`config.mk`:
```
export PLATFORM = sky130hd
export DESIGN_NAME = rumble_smoothing_rearm_limiter
export DESIGN_NICKNAME = d
export VERILOG_FILES = /design/src/rtl/rsrl_pkg.sv /design/src/rtl/rumble_smoothing_rearm_limiter.sv /design/src/rtl/rsrl_update.sv
export SDC_FILE = /design/constraint.sdc
export NUM_CORES = 1
export LEC_CHECK = 0
export BUFFER_PORTS_ARGS = -buffer_cell sky130_fd_sc_hd__buf_2
export CORE_MARGIN = 2
export CORE_UTILIZATION = 35
export CTS_CLUSTER_DIAMETER = 80
export DETAILED_ROUTE_END_ITERATION = 8
export GPL_TIMING_DRIVEN = 1
export HOLD_SLACK_MARGIN = 0.05
export PLACE_DENSITY = 0.5
export SYNTH_ARGS = -nofsm -noshare
export SYNTH_HDL_FRONTEND = slang
export SYNTH_SLANG_ARGS = --single-unit
```
`constraint.sdc`:
```
create_clock -name clk -period 21.8 [get_ports clk]
set_input_delay 0 -clock clk [delete_from_list [all_inputs] [get_ports clk]]
set_output_delay 0 -clock clk [all_outputs]
set_load 0.02 [all_outputs]
```
`src/rtl/rsrl_pkg.sv`:
```
// ----------------------------------------------------------------------------
// rsrl_pkg: shared types and constants for the rumble limiter
// Word formats, configuration registers and state of the limiter.
// ----------------------------------------------------------------------------
package rsrl_pkg;

    localparam int FRAME_BITS = 32;

    localparam logic [15:0] DEADBAND_RST       = 16'd4096;
    localparam logic [7:0]  REARM_INTERVAL_RST = 8'd3;
    localparam logic [9:0]  ACTIVE_WINDOW_RST  = 10'd100;
    localparam logic [3:0]  DECAY_SHIFT_RST    = 4'd4;

    localparam logic [15:0] LEVEL_FULL = 16'hFFFF;

    // configuration register indexes
    typedef enum logic [1:0] {
        CFG_DEADBAND       = 2'd0,
        CFG_REARM_INTERVAL = 2'd1,
        CFG_ACTIVE_WINDOW  = 2'd2,
        CFG_DECAY_SHIFT    = 2'd3
    } cfg_index_t;

    typedef struct packed {
        logic        cmd;
        logic        pad_connected;
        logic        small_on;
        logic [7:0]  big_level;
        logic [31:0] frame_number;
    } in_word_t;

    typedef struct packed {
        logic        send;
        logic [15:0] low_magnitude;
        logic [15:0] high_magnitude;
        logic [9:0]  duration_ms;
    } out_word_t;

    typedef struct packed {
        logic [15:0] deadband;
        logic [7:0]  rearm_interval;
        logic [9:0]  active_window_ms;
        logic [3:0]  decay_shift;
    } cfg_t;

    typedef struct packed {
        logic [15:0]           sent_low;
        logic [15:0]           sent_high;
        logic [FRAME_BITS-1:0] last_arm_frame;
        logic [15:0]           small_level;
    } state_t;

endpackage

```
`src/rtl/rumble_smoothing_rearm_limiter.sv`:
```
// ----------------------------------------------------------------------------
// rumble_smoothing_rearm_limiter: per-frame rumble smoothing and re-arm
// Input register, one-pass update, result register with valid/stall flow.
// ----------------------------------------------------------------------------
// Usage:
//   Input channel (in_valid / in_stall / in_data): one word per frame tick or
//   device change. Output channel (out_valid / out_stall / out_data): exactly
//   one word per input word, in order; send marks an issued rumble command,
//   and when send is low the magnitude and duration fields read zero.
//   Config port: cfg_wr_en with cfg_index and cfg_data writes one register;
//   write only while no word is in flight.
// Timing:
//   out_valid rises when a word moves from the input register into the
//   result register. Throughput is one word per cycle while out_stall is low:
//   the update is a single pass of narrow adds and compares, and the state
//   registers feed back to it in the same cycle, so consecutive words chain
//   without gaps.
// Reset:
//   rst_n clears both pipeline valids, the limiter state (sent magnitudes,
//   last command frame, smoothed level) and loads the register defaults.
// Back-pressure:
//   With a result held under out_stall, the input register still takes one
//   more word; in_stall rises only when both stages are full.
// ----------------------------------------------------------------------------
module rumble_smoothing_rearm_limiter
    import rsrl_pkg::*;
(
    input  logic       clk,
    input  logic       rst_n,
    input  logic       in_valid,
    output logic       in_stall,
    input  in_word_t   in_data,
    output logic       out_valid,
    input  logic       out_stall,
    output out_word_t  out_data,
    input  logic       cfg_wr_en,
    input  cfg_index_t cfg_index,
    input  logic [15:0] cfg_data
);

    cfg_t      cfg_reg;
    state_t    state_reg;
    state_t    state_next;
    logic      in_vld_reg;
    logic      in_vld_next;
    in_word_t  in_data_reg;
    logic      out_vld_reg;
    logic      out_vld_next;
    out_word_t out_data_reg;
    out_word_t result;
    logic      in_take;
    logic      advance;

    // the held word moves on when the result register is free or draining
    assign advance  = in_vld_reg && (!out_vld_reg || !out_stall);
    assign in_stall = in_vld_reg && out_vld_reg && out_stall;
    assign in_take  = in_valid && !in_stall;

    assign out_valid = out_vld_reg;
    assign out_data  = out_data_reg;

    rsrl_update u_update (
        .cfg        (cfg_reg),
        .state      (state_reg),
        .word       (in_data_reg),
        .result     (result),
        .state_next (state_next)
    );

    always_comb
    begin
        priority if (in_take)
        begin
            in_vld_next = 1'b1;
        end
        else if (advance)
        begin
            in_vld_next = 1'b0;
        end
        else
        begin
            in_vld_next = in_vld_reg;
        end
    end

    always_comb
    begin
        priority if (advance)
        begin
            out_vld_next = 1'b1;
        end
        else if (!out_stall)
        begin
            out_vld_next = 1'b0;
        end
        else
        begin
            out_vld_next = out_vld_reg;
        end
    end

    // configuration registers
    always_ff @(posedge clk or negedge rst_n)
    begin
        if (!rst_n)
        begin
            cfg_reg.deadband         <= DEADBAND_RST;
            cfg_reg.rearm_interval   <= REARM_INTERVAL_RST;
            cfg_reg.active_window_ms <= ACTIVE_WINDOW_RST;
            cfg_reg.decay_shift      <= DECAY_SHIFT_RST;
        end
        else if (cfg_wr_en)
        begin
            unique case (cfg_index)
                CFG_DEADBAND:       cfg_reg.deadband         <= cfg_data;
                CFG_REARM_INTERVAL: cfg_reg.rearm_interval   <= cfg_data[7:0];
                CFG_ACTIVE_WINDOW:  cfg_reg.active_window_ms <= cfg_data[9:0];
                CFG_DECAY_SHIFT:    cfg_reg.decay_shift      <= cfg_data[3:0];
                default:            cfg_reg.deadband         <= cfg_reg.deadband;
            endcase
        end
    end

    // control: valids and limiter state
    always_ff @(posedge clk or negedge rst_n)
    begin
        if (!rst_n)
        begin
            in_vld_reg  <= 1'b0;
            out_vld_reg <= 1'b0;
            state_reg   <= '0;
        end
        else
        begin
            in_vld_reg  <= in_vld_next;
            out_vld_reg <= out_vld_next;
            if (advance)
            begin
                state_reg <= state_next;
            end
        end
    end

    // payload
    always_ff @(posedge clk)
    begin
        if (in_take)
        begin
            in_data_reg <= in_data;
        end
        if (advance)
        begin
            out_data_reg <= result;
        end
    end

`ifndef SYNTH
    // a silent word carries no magnitudes or duration
    a_silent_zero: assert property (@(posedge clk) disable iff (!rst_n)
        out_valid && !out_data.send |->
            out_data.low_magnitude == 16'd0 && out_data.high_magnitude == 16'd0
            && out_data.duration_ms == 10'd0)
        else $error("silent word has nonzero fields");

    // a stop command has zero duration
    a_stop_duration: assert property (@(posedge clk) disable iff (!rst_n)
        out_valid && out_data.send && out_data.low_magnitude == 16'd0
            && out_data.high_magnitude == 16'd0 |-> out_data.duration_ms == 10'd0)
        else $error("stop command with nonzero duration");

    // device change clears the smoothed level and sent magnitudes
    a_dev_change: assert property (@(posedge clk) disable iff (!rst_n)
        advance && in_data_reg.cmd |=>
            state_reg.small_level == 16'd0 && state_reg.sent_low == 16'd0
            && state_reg.sent_high == 16'd0)
        else $error("device change did not clear state");

    // back-pressure only with both stages full
    a_stall_full: assert property (@(posedge clk) disable iff (!rst_n)
        in_stall |-> in_vld_reg && out_vld_reg)
        else $error("input stalled with a free stage");

    // a sent word records its magnitudes as the new reference
    a_sent_tracks: assert property (@(posedge clk) disable iff (!rst_n)
        advance && result.send |=>
            state_reg.sent_low == out_data_reg.low_magnitude
            && state_reg.sent_high == out_data_reg.high_magnitude)
        else $error("sent magnitudes not recorded");
`endif

endmodule

```
`src/rtl/rsrl_update.sv`:
```
// ----------------------------------------------------------------------------
// rsrl_update: one-frame update of the rumble limiter
// Smooths the small motor level, decides on a send and forms the next state.
// ----------------------------------------------------------------------------
module rsrl_update
    import rsrl_pkg::*;
(
    input  cfg_t      cfg,
    input  state_t    state,
    input  in_word_t  word,
    output out_word_t result,
    output state_t    state_next
);

    logic [15:0]           low;
    logic                  level_clear;
    logic [15:0]           rise_level;
    logic [15:0]           round_mask;
    logic [16:0]           fall_sum;
    logic [15:0]           fall_step;
    logic [15:0]           fall_level;
    logic [15:0]           level_new;
    logic                  now_zero;
    logic                  was_zero;
    logic [15:0]           diff_low;
    logic [15:0]           diff_high;
    logic                  changed;
    logic [FRAME_BITS-1:0] frame;
    logic [FRAME_BITS-1:0] elapsed;
    logic                  rearm;
    logic                  fire;

    assign low         = {word.big_level, word.big_level};
    assign level_clear = (word.big_level == 8'd0) && !word.small_on;

    // rising: floor step toward full scale; falling: rounded-up step to zero
    assign rise_level = state.small_level + ((LEVEL_FULL - state.small_level) >> cfg.decay_shift);
    assign round_mask = ~(LEVEL_FULL << cfg.decay_shift);
    assign fall_sum   = {1'b0, state.small_level} + {1'b0, round_mask};
    assign fall_step  = 16'(fall_sum >> cfg.decay_shift);
    assign fall_level = state.small_level - fall_step;

    always_comb
    begin
        priority if (level_clear)
        begin
            level_new = 16'd0;
        end
        else if (word.small_on)
        begin
            level_new = rise_level;
        end
        else
        begin
            level_new = fall_level;
        end
    end

    assign now_zero  = (low == 16'd0) && (level_new == 16'd0);
    assign was_zero  = (state.sent_low == 16'd0) && (state.sent_high == 16'd0);
    assign diff_low  = (low >= state.sent_low) ? (low - state.sent_low)
                                               : (state.sent_low - low);
    assign diff_high = (level_new >= state.sent_high) ? (level_new - state.sent_high)
                                                      : (state.sent_high - level_new);
    assign changed   = (now_zero != was_zero) || (diff_low > cfg.deadband)
                    || (diff_high > cfg.deadband);

    assign frame   = FRAME_BITS'(word.frame_number);
    assign elapsed = frame - state.last_arm_frame;
    assign rearm   = !now_zero && (elapsed >= FRAME_BITS'(cfg.rearm_interval));
    assign fire    = changed || rearm;

    always_comb
    begin
        result     = '0;
        state_next = state;
        priority if (word.cmd)
        begin
            // device change: forget sent values and the smoothed level
            state_next.sent_low    = 16'd0;
            state_next.sent_high   = 16'd0;
            state_next.small_level = 16'd0;
        end
        else if (word.pad_connected)
        begin
            state_next.small_level = level_new;
            if (fire)
            begin
                result.send              = 1'b1;
                result.low_magnitude     = low;
                result.high_magnitude    = level_new;
                result.duration_ms       = now_zero ? 10'd0 : cfg.active_window_ms;
                state_next.sent_low       = low;
                state_next.sent_high      = level_new;
                state_next.last_arm_frame = frame;
            end
        end
    end

endmodule
```
# ---- Yosys cells after proc, flatten, opt, wreduce, memory -nomap -nowiden
# Cells that the tools add are included.
# W data, S select, Z words.
dict set report word_totals {
  regBits 206
}
dict set report op_classes {
  magnitude_cmp 5
  reduce_logical 36
  n_mux 14
  n_addsub 9
  shift 3
  bitwise_logic 4
  eq_ne 5
}
# cell n
set ops {}
lappend ops {{$mux W16} 5}
lappend ops {{$mux W80} 1}
lappend ops {{$sub A16 B16 Y16} 5}
lappend ops {{$logic_not A16 Y1} 4}
lappend ops {{$mux W64} 1}
lappend ops {{$mux W43} 1}
lappend ops {{$ge A16 B16 Y1} 2}
lappend ops {{$ge A32 B8 Y1} 1}
lappend ops {{$gt A16 B16 Y1} 2}
lappend ops {{$mux W32} 1}
lappend ops {{$sub A32 B32 Y32} 1}
lappend ops {{$add A16 B16 Y17} 1}
lappend ops {{$shr A17 B4 Y16} 1}
lappend ops {{$add A16 B16 Y16} 1}
lappend ops {{$not A16 Y16} 1}
lappend ops {{$shl A16 B4 Y16 const A} 1}
lappend ops {{$shr A16 B4 Y16} 1}
lappend ops {{$sub A16 B16 Y16 const A} 1}
lappend ops {{$mux W10} 1}
lappend ops {{$reduce_and A2 Y1} 5}
lappend ops {{$logic_and A1 B1 Y1} 8}
lappend ops {{$logic_not A8 Y1} 1}
lappend ops {{$reduce_bool A2 Y1} 3}
lappend ops {{$logic_not A1 Y1} 5}
lappend ops {{13 further kinds} 22}

# ---- Depth between registers and ports, before layout
dict set report depth {
  ltp_word 16
  mapped_depth 55
  depth_no_buf 49
}

# ---- Cells and area by module
# Synthesis repeated with hierarchy kept, for this count alone.
dict set report hier_totals {
  cells_unflattened 1927
  hier_area_um2 17966.0
}
# module n_inst area_per_inst_um2 cells_each seq_area_each_um2
set modules_own_cells {}
lappend modules_own_cells {rsrl_update 1 10854.2 1582 0.0}
lappend modules_own_cells {rumble_smoothing_rearm_limiter 1 7111.8 345 5594.1}

# ---- Least setup slack after synthesis
# No wires, ideal clock.
dict set report synth_timing {
  path_kind {reg2reg}
  start {register cfg_reg[1] (netlist name)}
  end {register out_data_reg (netlist bit out_data[24]) (data pin)}
  synth_period_minus_slack_ns 11.317
  stages_incl_launch_ff 50
  slack_ns 10.483
  setup_time_ns 0.272
  t_required_ns 21.528
  t_arrival_ns 11.045
  path_cell_list {dfrtp_1 -> clkbuf_1 -> inv_1 -> buf_2 -> buf_1 -> clkbuf_1 -> o21ai_0 -> a21o_1 -> ha_1 -> nor3_1 -> nor2_1 -> a21oi_2 -> o31ai_2 -> a221oi_4 -> nor3_2 -> o41ai_1 -> ha_1 -> nand3_1 -> (+14 left out) -> a41o_1 -> a21oi_1 -> o21ai_1 -> clkbuf_1 -> clkbuf_1 -> o21ai_0 -> xnor2_1 -> ha_1 -> a2111oi_0 -> a21oi_1 -> nor4b_1 -> o22a_1 -> or4b_1 -> nor4_1 -> nand4_1 -> nand3_1 -> clkbuf_1 -> nor2_1}
}
dict set report synth_between {
  elab_chain_len 15
}
# element line
set synth_lines {}
lappend synth_lines {{from (decl)} rumble_smoothing_rearm_limiter.sv:41} ;# cfg_t cfg_reg;
lappend synth_lines {{$shl A16 B4 Y16} rsrl_update.sv:38} ;# assign round_mask = ~(LEVEL_FULL << cfg.decay_shift);
lappend synth_lines {{$not A16 Y16} rsrl_update.sv:38}
lappend synth_lines {{$add A16 B16 Y17} rsrl_update.sv:39} ;# assign fall_sum = {1'b0, state.small_level} + {1'b0, round_mask};
lappend synth_lines {{$shr A17 B4 Y16} rsrl_update.sv:40} ;# assign fall_step = 16'(fall_sum >> cfg.decay_shift);
lappend synth_lines {{$sub A16 B16 Y16} rsrl_update.sv:41} ;# assign fall_level = state.small_level - fall_step;
lappend synth_lines {{$mux W16 *} rsrl_update.sv:49} ;# else if (word.small_on)
lappend synth_lines {{$mux W16 *} rsrl_update.sv:45} ;# priority if (level_clear)
lappend synth_lines {{via u_update.level_new[11]} rsrl_update.sv:22} ;# logic [15:0] level_new;
lappend synth_lines {{parallel branches: the longest is 5 deep, another holds $sub A16 B16 Y16} n/a}
lappend synth_lines {{$logic_or A1 B1 Y1 *} rsrl_update.sv:71} ;# assign fire = changed || rearm;
lappend synth_lines {{$not A1 Y1 (no source line) *} n/a}
lappend synth_lines {{$reduce_or A3 Y1 (no source line) *} n/a}
lappend synth_lines {{to (signal assigned)} rumble_smoothing_rearm_limiter.sv:153} ;# out_data_reg <= result;
lappend synth_lines {{to (decl)} rumble_smoothing_rearm_limiter.sv:49} ;# out_word_t out_data_reg;
# Mark *: on every way through the listed nets, which the timed path passes.
# A chain may end at the register's enable or synchronous reset.

# ---- Worst setup path after layout
dict set report layout_timing {
  start {register cfg_reg[2] (netlist name)}
  end {register out_data_reg (netlist bit out_data[1]) (data pin)}
}
dict set report layout_between {
  elab_chain_len 15
}
# element line
set layout_lines {}
lappend layout_lines {{$shl A16 B4 Y16} rsrl_update.sv:38}
lappend layout_lines {{$not A16 Y16} rsrl_update.sv:38}
lappend layout_lines {{$add A16 B16 Y17} rsrl_update.sv:39}
lappend layout_lines {{$shr A17 B4 Y16} rsrl_update.sv:40}
lappend layout_lines {{$sub A16 B16 Y16} rsrl_update.sv:41}
lappend layout_lines {{$mux W16 *} rsrl_update.sv:49}
lappend layout_lines {{$mux W16 *} rsrl_update.sv:45}
lappend layout_lines {{via u_update.level_new[15]} rsrl_update.sv:22}
lappend layout_lines {{parallel branches: the longest is 7 deep, another holds $sub A16 B16 Y16} n/a}
lappend layout_lines {{$reduce_or A4 Y1 (no source line) *} n/a}
# Marks and branches as above.

==> metrics.txt <==
initial antenna violation count=0; post-route cell area=0.01869 sq mm; largest net degree at the start of global routing=63; Core Footprint=0.04636 sq mm; fin crit period=13.87 ns; Routed WL per cell=19.41 um; Area growth syn-to-layout=14.34%; dpl cell area=0.01740 sq mm; Remaining DRCs=0; Critical-path top delay cell=dfstp_2; Max Buffers Root-to-Sink=2; root buffer cell=clkbuf_16; ys async rst share=0.5895; commonest non-fill, non-tap cell in the layout=nand2_1; nets=2251; Yosys reg bits=190; Detail Route Antenna Nets=0; via count=14800; M3 GR Usage=0.02250; Worst setup SP type=flip-flop; fin. max-slew vios=0; die span in x=220.1 um; Static Leakage=8.179 nW; CTS resizes=0; GRT Overall Usage=0.2138; Worst setup startpoint=cfg_reg[2]; max_slew headroom=0.2449; die area=0.04845 sq mm; TritonCTS clock tree=yes; Synth Warn #=0; VDD IR max=0.1055 mV; Cell Rows=79; worst hold slack=0.07304 ns; total congestion overflow=0; Largest register FFs=72; fin crit share=0.6362; Max-cap violations=0; routed vias/inst=5.592; Seq/Total Area, Yosys=0.3152; Critical Path RT=22.01 ns; Net Count, Synth=2126; Synth Flop Type=dfrtp_1; RD Place Congestion=0.9342; status=complete, no violations; synthesized area=0.01635 sq mm; unrepaired setup endpoints after global routing=no; GR peak layer=met2; port buffer count=110; Synth Instances=1900; HP Class=in -> async; number of fill cells=4707; Pwr Density=175.2 mW/mm^2; FF-to-FF Start=cfg_reg[2]; fmax=72.10 MHz; worst-margin pin slew=1.130 ns; Crit path largest cell delay=0.95 ns; TritonCTS buffer count=17; Max H-tree Level=4; Die Y=220.1 um; most frequent cells in the layout=nand2_1 (194), o21ai_0 (155), ha_1 (153), inv_1 (151), a21oi_1 (139); Setup-failing EPs final=0; average size of a mapped cell=8.604 sq um; GR Util met1=0.2914; crit path max fanout=34; Clock Latency Late Sink=0.46 ns; Yosys cell types=101; GRT met2 Usage=0.3545; CTS Sinks=190; Routed Wire Length=51.36 mm; Clock transition at path regs=0.08 ns; Top Ports=111; # hold bufs at CTS=65; Post-CTS Setup Inserts=0; Worst setup EP type=flip-flop; CP most frequent cell=nand2_1; Post-synth EDFFs=78; hpwl dp=40.34 mm; Initial DRC Count=1108; multi-input logic area=0.01020 sq mm; Final Hold Fails=0; setup TNS=0 ns; vias in the first global route=14040; DR pass1 iterations=5; critical path arrival=14.08 ns; first-pass GRT wire length=80.70 mm; Setup Skew=0.01917 ns; share of layout cells above drive strength 1=0.1222; Initial Utilization=0.3526; flip-flop and latch area=0.005154 sq mm; critical path class=reg -> reg
==> path summary, 6_finish.rpt <==
| path | to | slack, ns | cells past startpoint |
|---|---|---|---|
| worst max register to register | out_data[1] | 7.93 | 47 |
| worst max-delay path | out_data[1] | 7.93 | 47 |
| worst min-delay path | state_reg[10] | 0.07 | 2 |
| worst min register to register | state_reg[38] | 0.49 | 2 |
| max in group asynchronous | state_reg[35] | 20.63 | 3 |
| min in group clk | cfg_reg[3] | 0.09 | 3 |
==> logic make-up (layout without fill, tap and decap cells) <==
kind of cell             Yosys count  in the layout  share of synthesized area
AO/OA/AOI/OAI                    606            606                     0.2429
XOR/XNOR                          62             62                    0.03322
adder cells (fa/ha/maj)          160            160                     0.1257
buffers and inverters            242            380                    0.06115
flip-flops                       190            190                     0.3152
multiplexers                      80             80                    0.05503
other                              0              1                          0
AND/OR/NAND/NOR                  560            560                     0.1668
==> power breakdown <==
group / switching, mW / internal [mW]
clock: 0.159 / 0.178
sequential: 0.0753 / 0.449
combinational: 1.45 / 0.960
==> critical path: cells and delay by family, from the launching register on <==
family                     cells  cell delay (ns)
xor gates and xnor gates       4             0.84
and+or+nand+nor               18             5.36
adders and majority gates      5             1.65
buffers and inverters          4             0.74
DFF                            1             0.95
muxes                          2             0.76
AOI/OAI and AO/OA             14             3.28
==> routing by layer <==
metal / wire length (um) / vias up
met1: 23640 / 7114
met4: 1281 / 0
met3: 2109 / 59
met5: 0 / -
li1: - / 7234
met2: 24320 / 390
==> layout make-up <==
type / count / area share
Tap cell: 607 / 0.04063
Clock inverter: 12 / 0.008769
Sequential cell: 190 / 0.2757
Inverter: 152 / 0.03052
Multi-Input combinational cell: 1468 / 0.5458
Clock buffer: 20 / 0.02557
Antenna cell: 1 / 0.0001339
Timing Repair Buffer: 196 / 0.07283
==> cell usage after synthesis, types with 10 or more instances <==
| master | n | share of area |
|---|---|---|
| nand2_1 | 194 | 0.045 |
| o21ai_0 | 155 | 0.047 |
| ha_1 | 153 | 0.12 |
| inv_1 | 151 | 0.035 |
| a21oi_1 | 139 | 0.043 |
| nor2_1 | 126 | 0.029 |
| dfrtp_1 | 105 | 0.16 |
| edfxtp_1 | 78 | 0.14 |
| clkbuf_1 | 54 | 0.012 |
| a21o_1 | 49 | 0.023 |
| mux2_2 | 39 | 0.027 |
| nand3_1 | 39 | 0.012 |
| xnor2_1 | 39 | 0.021 |
| mux2i_1 | 37 | 0.023 |
| nor3_1 | 34 | 0.010 |
| nand4_1 | 27 | 0.010 |
| o211ai_1 | 23 | 0.011 |
| xor2_1 | 23 | 0.012 |
| o22ai_1 | 22 | 0.0084 |
| a211oi_1 | 21 | 0.0096 |
| a31oi_1 | 21 | 0.0080 |
| and2_1 | 21 | 0.0080 |
| o21a_1 | 21 | 0.0096 |
| buf_4 | 18 | 0.0083 |
| nor2b_1 | 17 | 0.0065 |
| nor4_1 | 16 | 0.0061 |
| nand2b_1 | 15 | 0.0057 |
| or3_1 | 13 | 0.0050 |
| a22o_1 | 12 | 0.0064 |
| buf_2 | 12 | 0.0037 |
| and3_1 | 11 | 0.0042 |
| nor3b_1 | 10 | 0.0046 |
| o21bai_1 | 10 | 0.0046 |
| o31ai_1 | 10 | 0.0046 |
==> metrics by stage <==
| stage | util | cells | setup slack [ns] | power [mW] |
|---|---|---|---|---|
| 3_3_place_gp | 0.3753 | 2548 | 8.272 | 2.909 |
| 5_1_grt | 0.4031 | 2645 | 6.960 | 3.563 |
| 4_1_cts | 0.4031 | 2645 | 8.103 | 3.269 |
| 2_1_floorplan | - | 1900 | 10.48 | 2.262 |
| 3_5_place_dp | 0.3753 | 2548 | 8.160 | 2.902 |
| 6_report | 0.4032 | 2646 | 7.931 | 3.275 |
No activity file was read; power rests on OpenSTA's default activity.
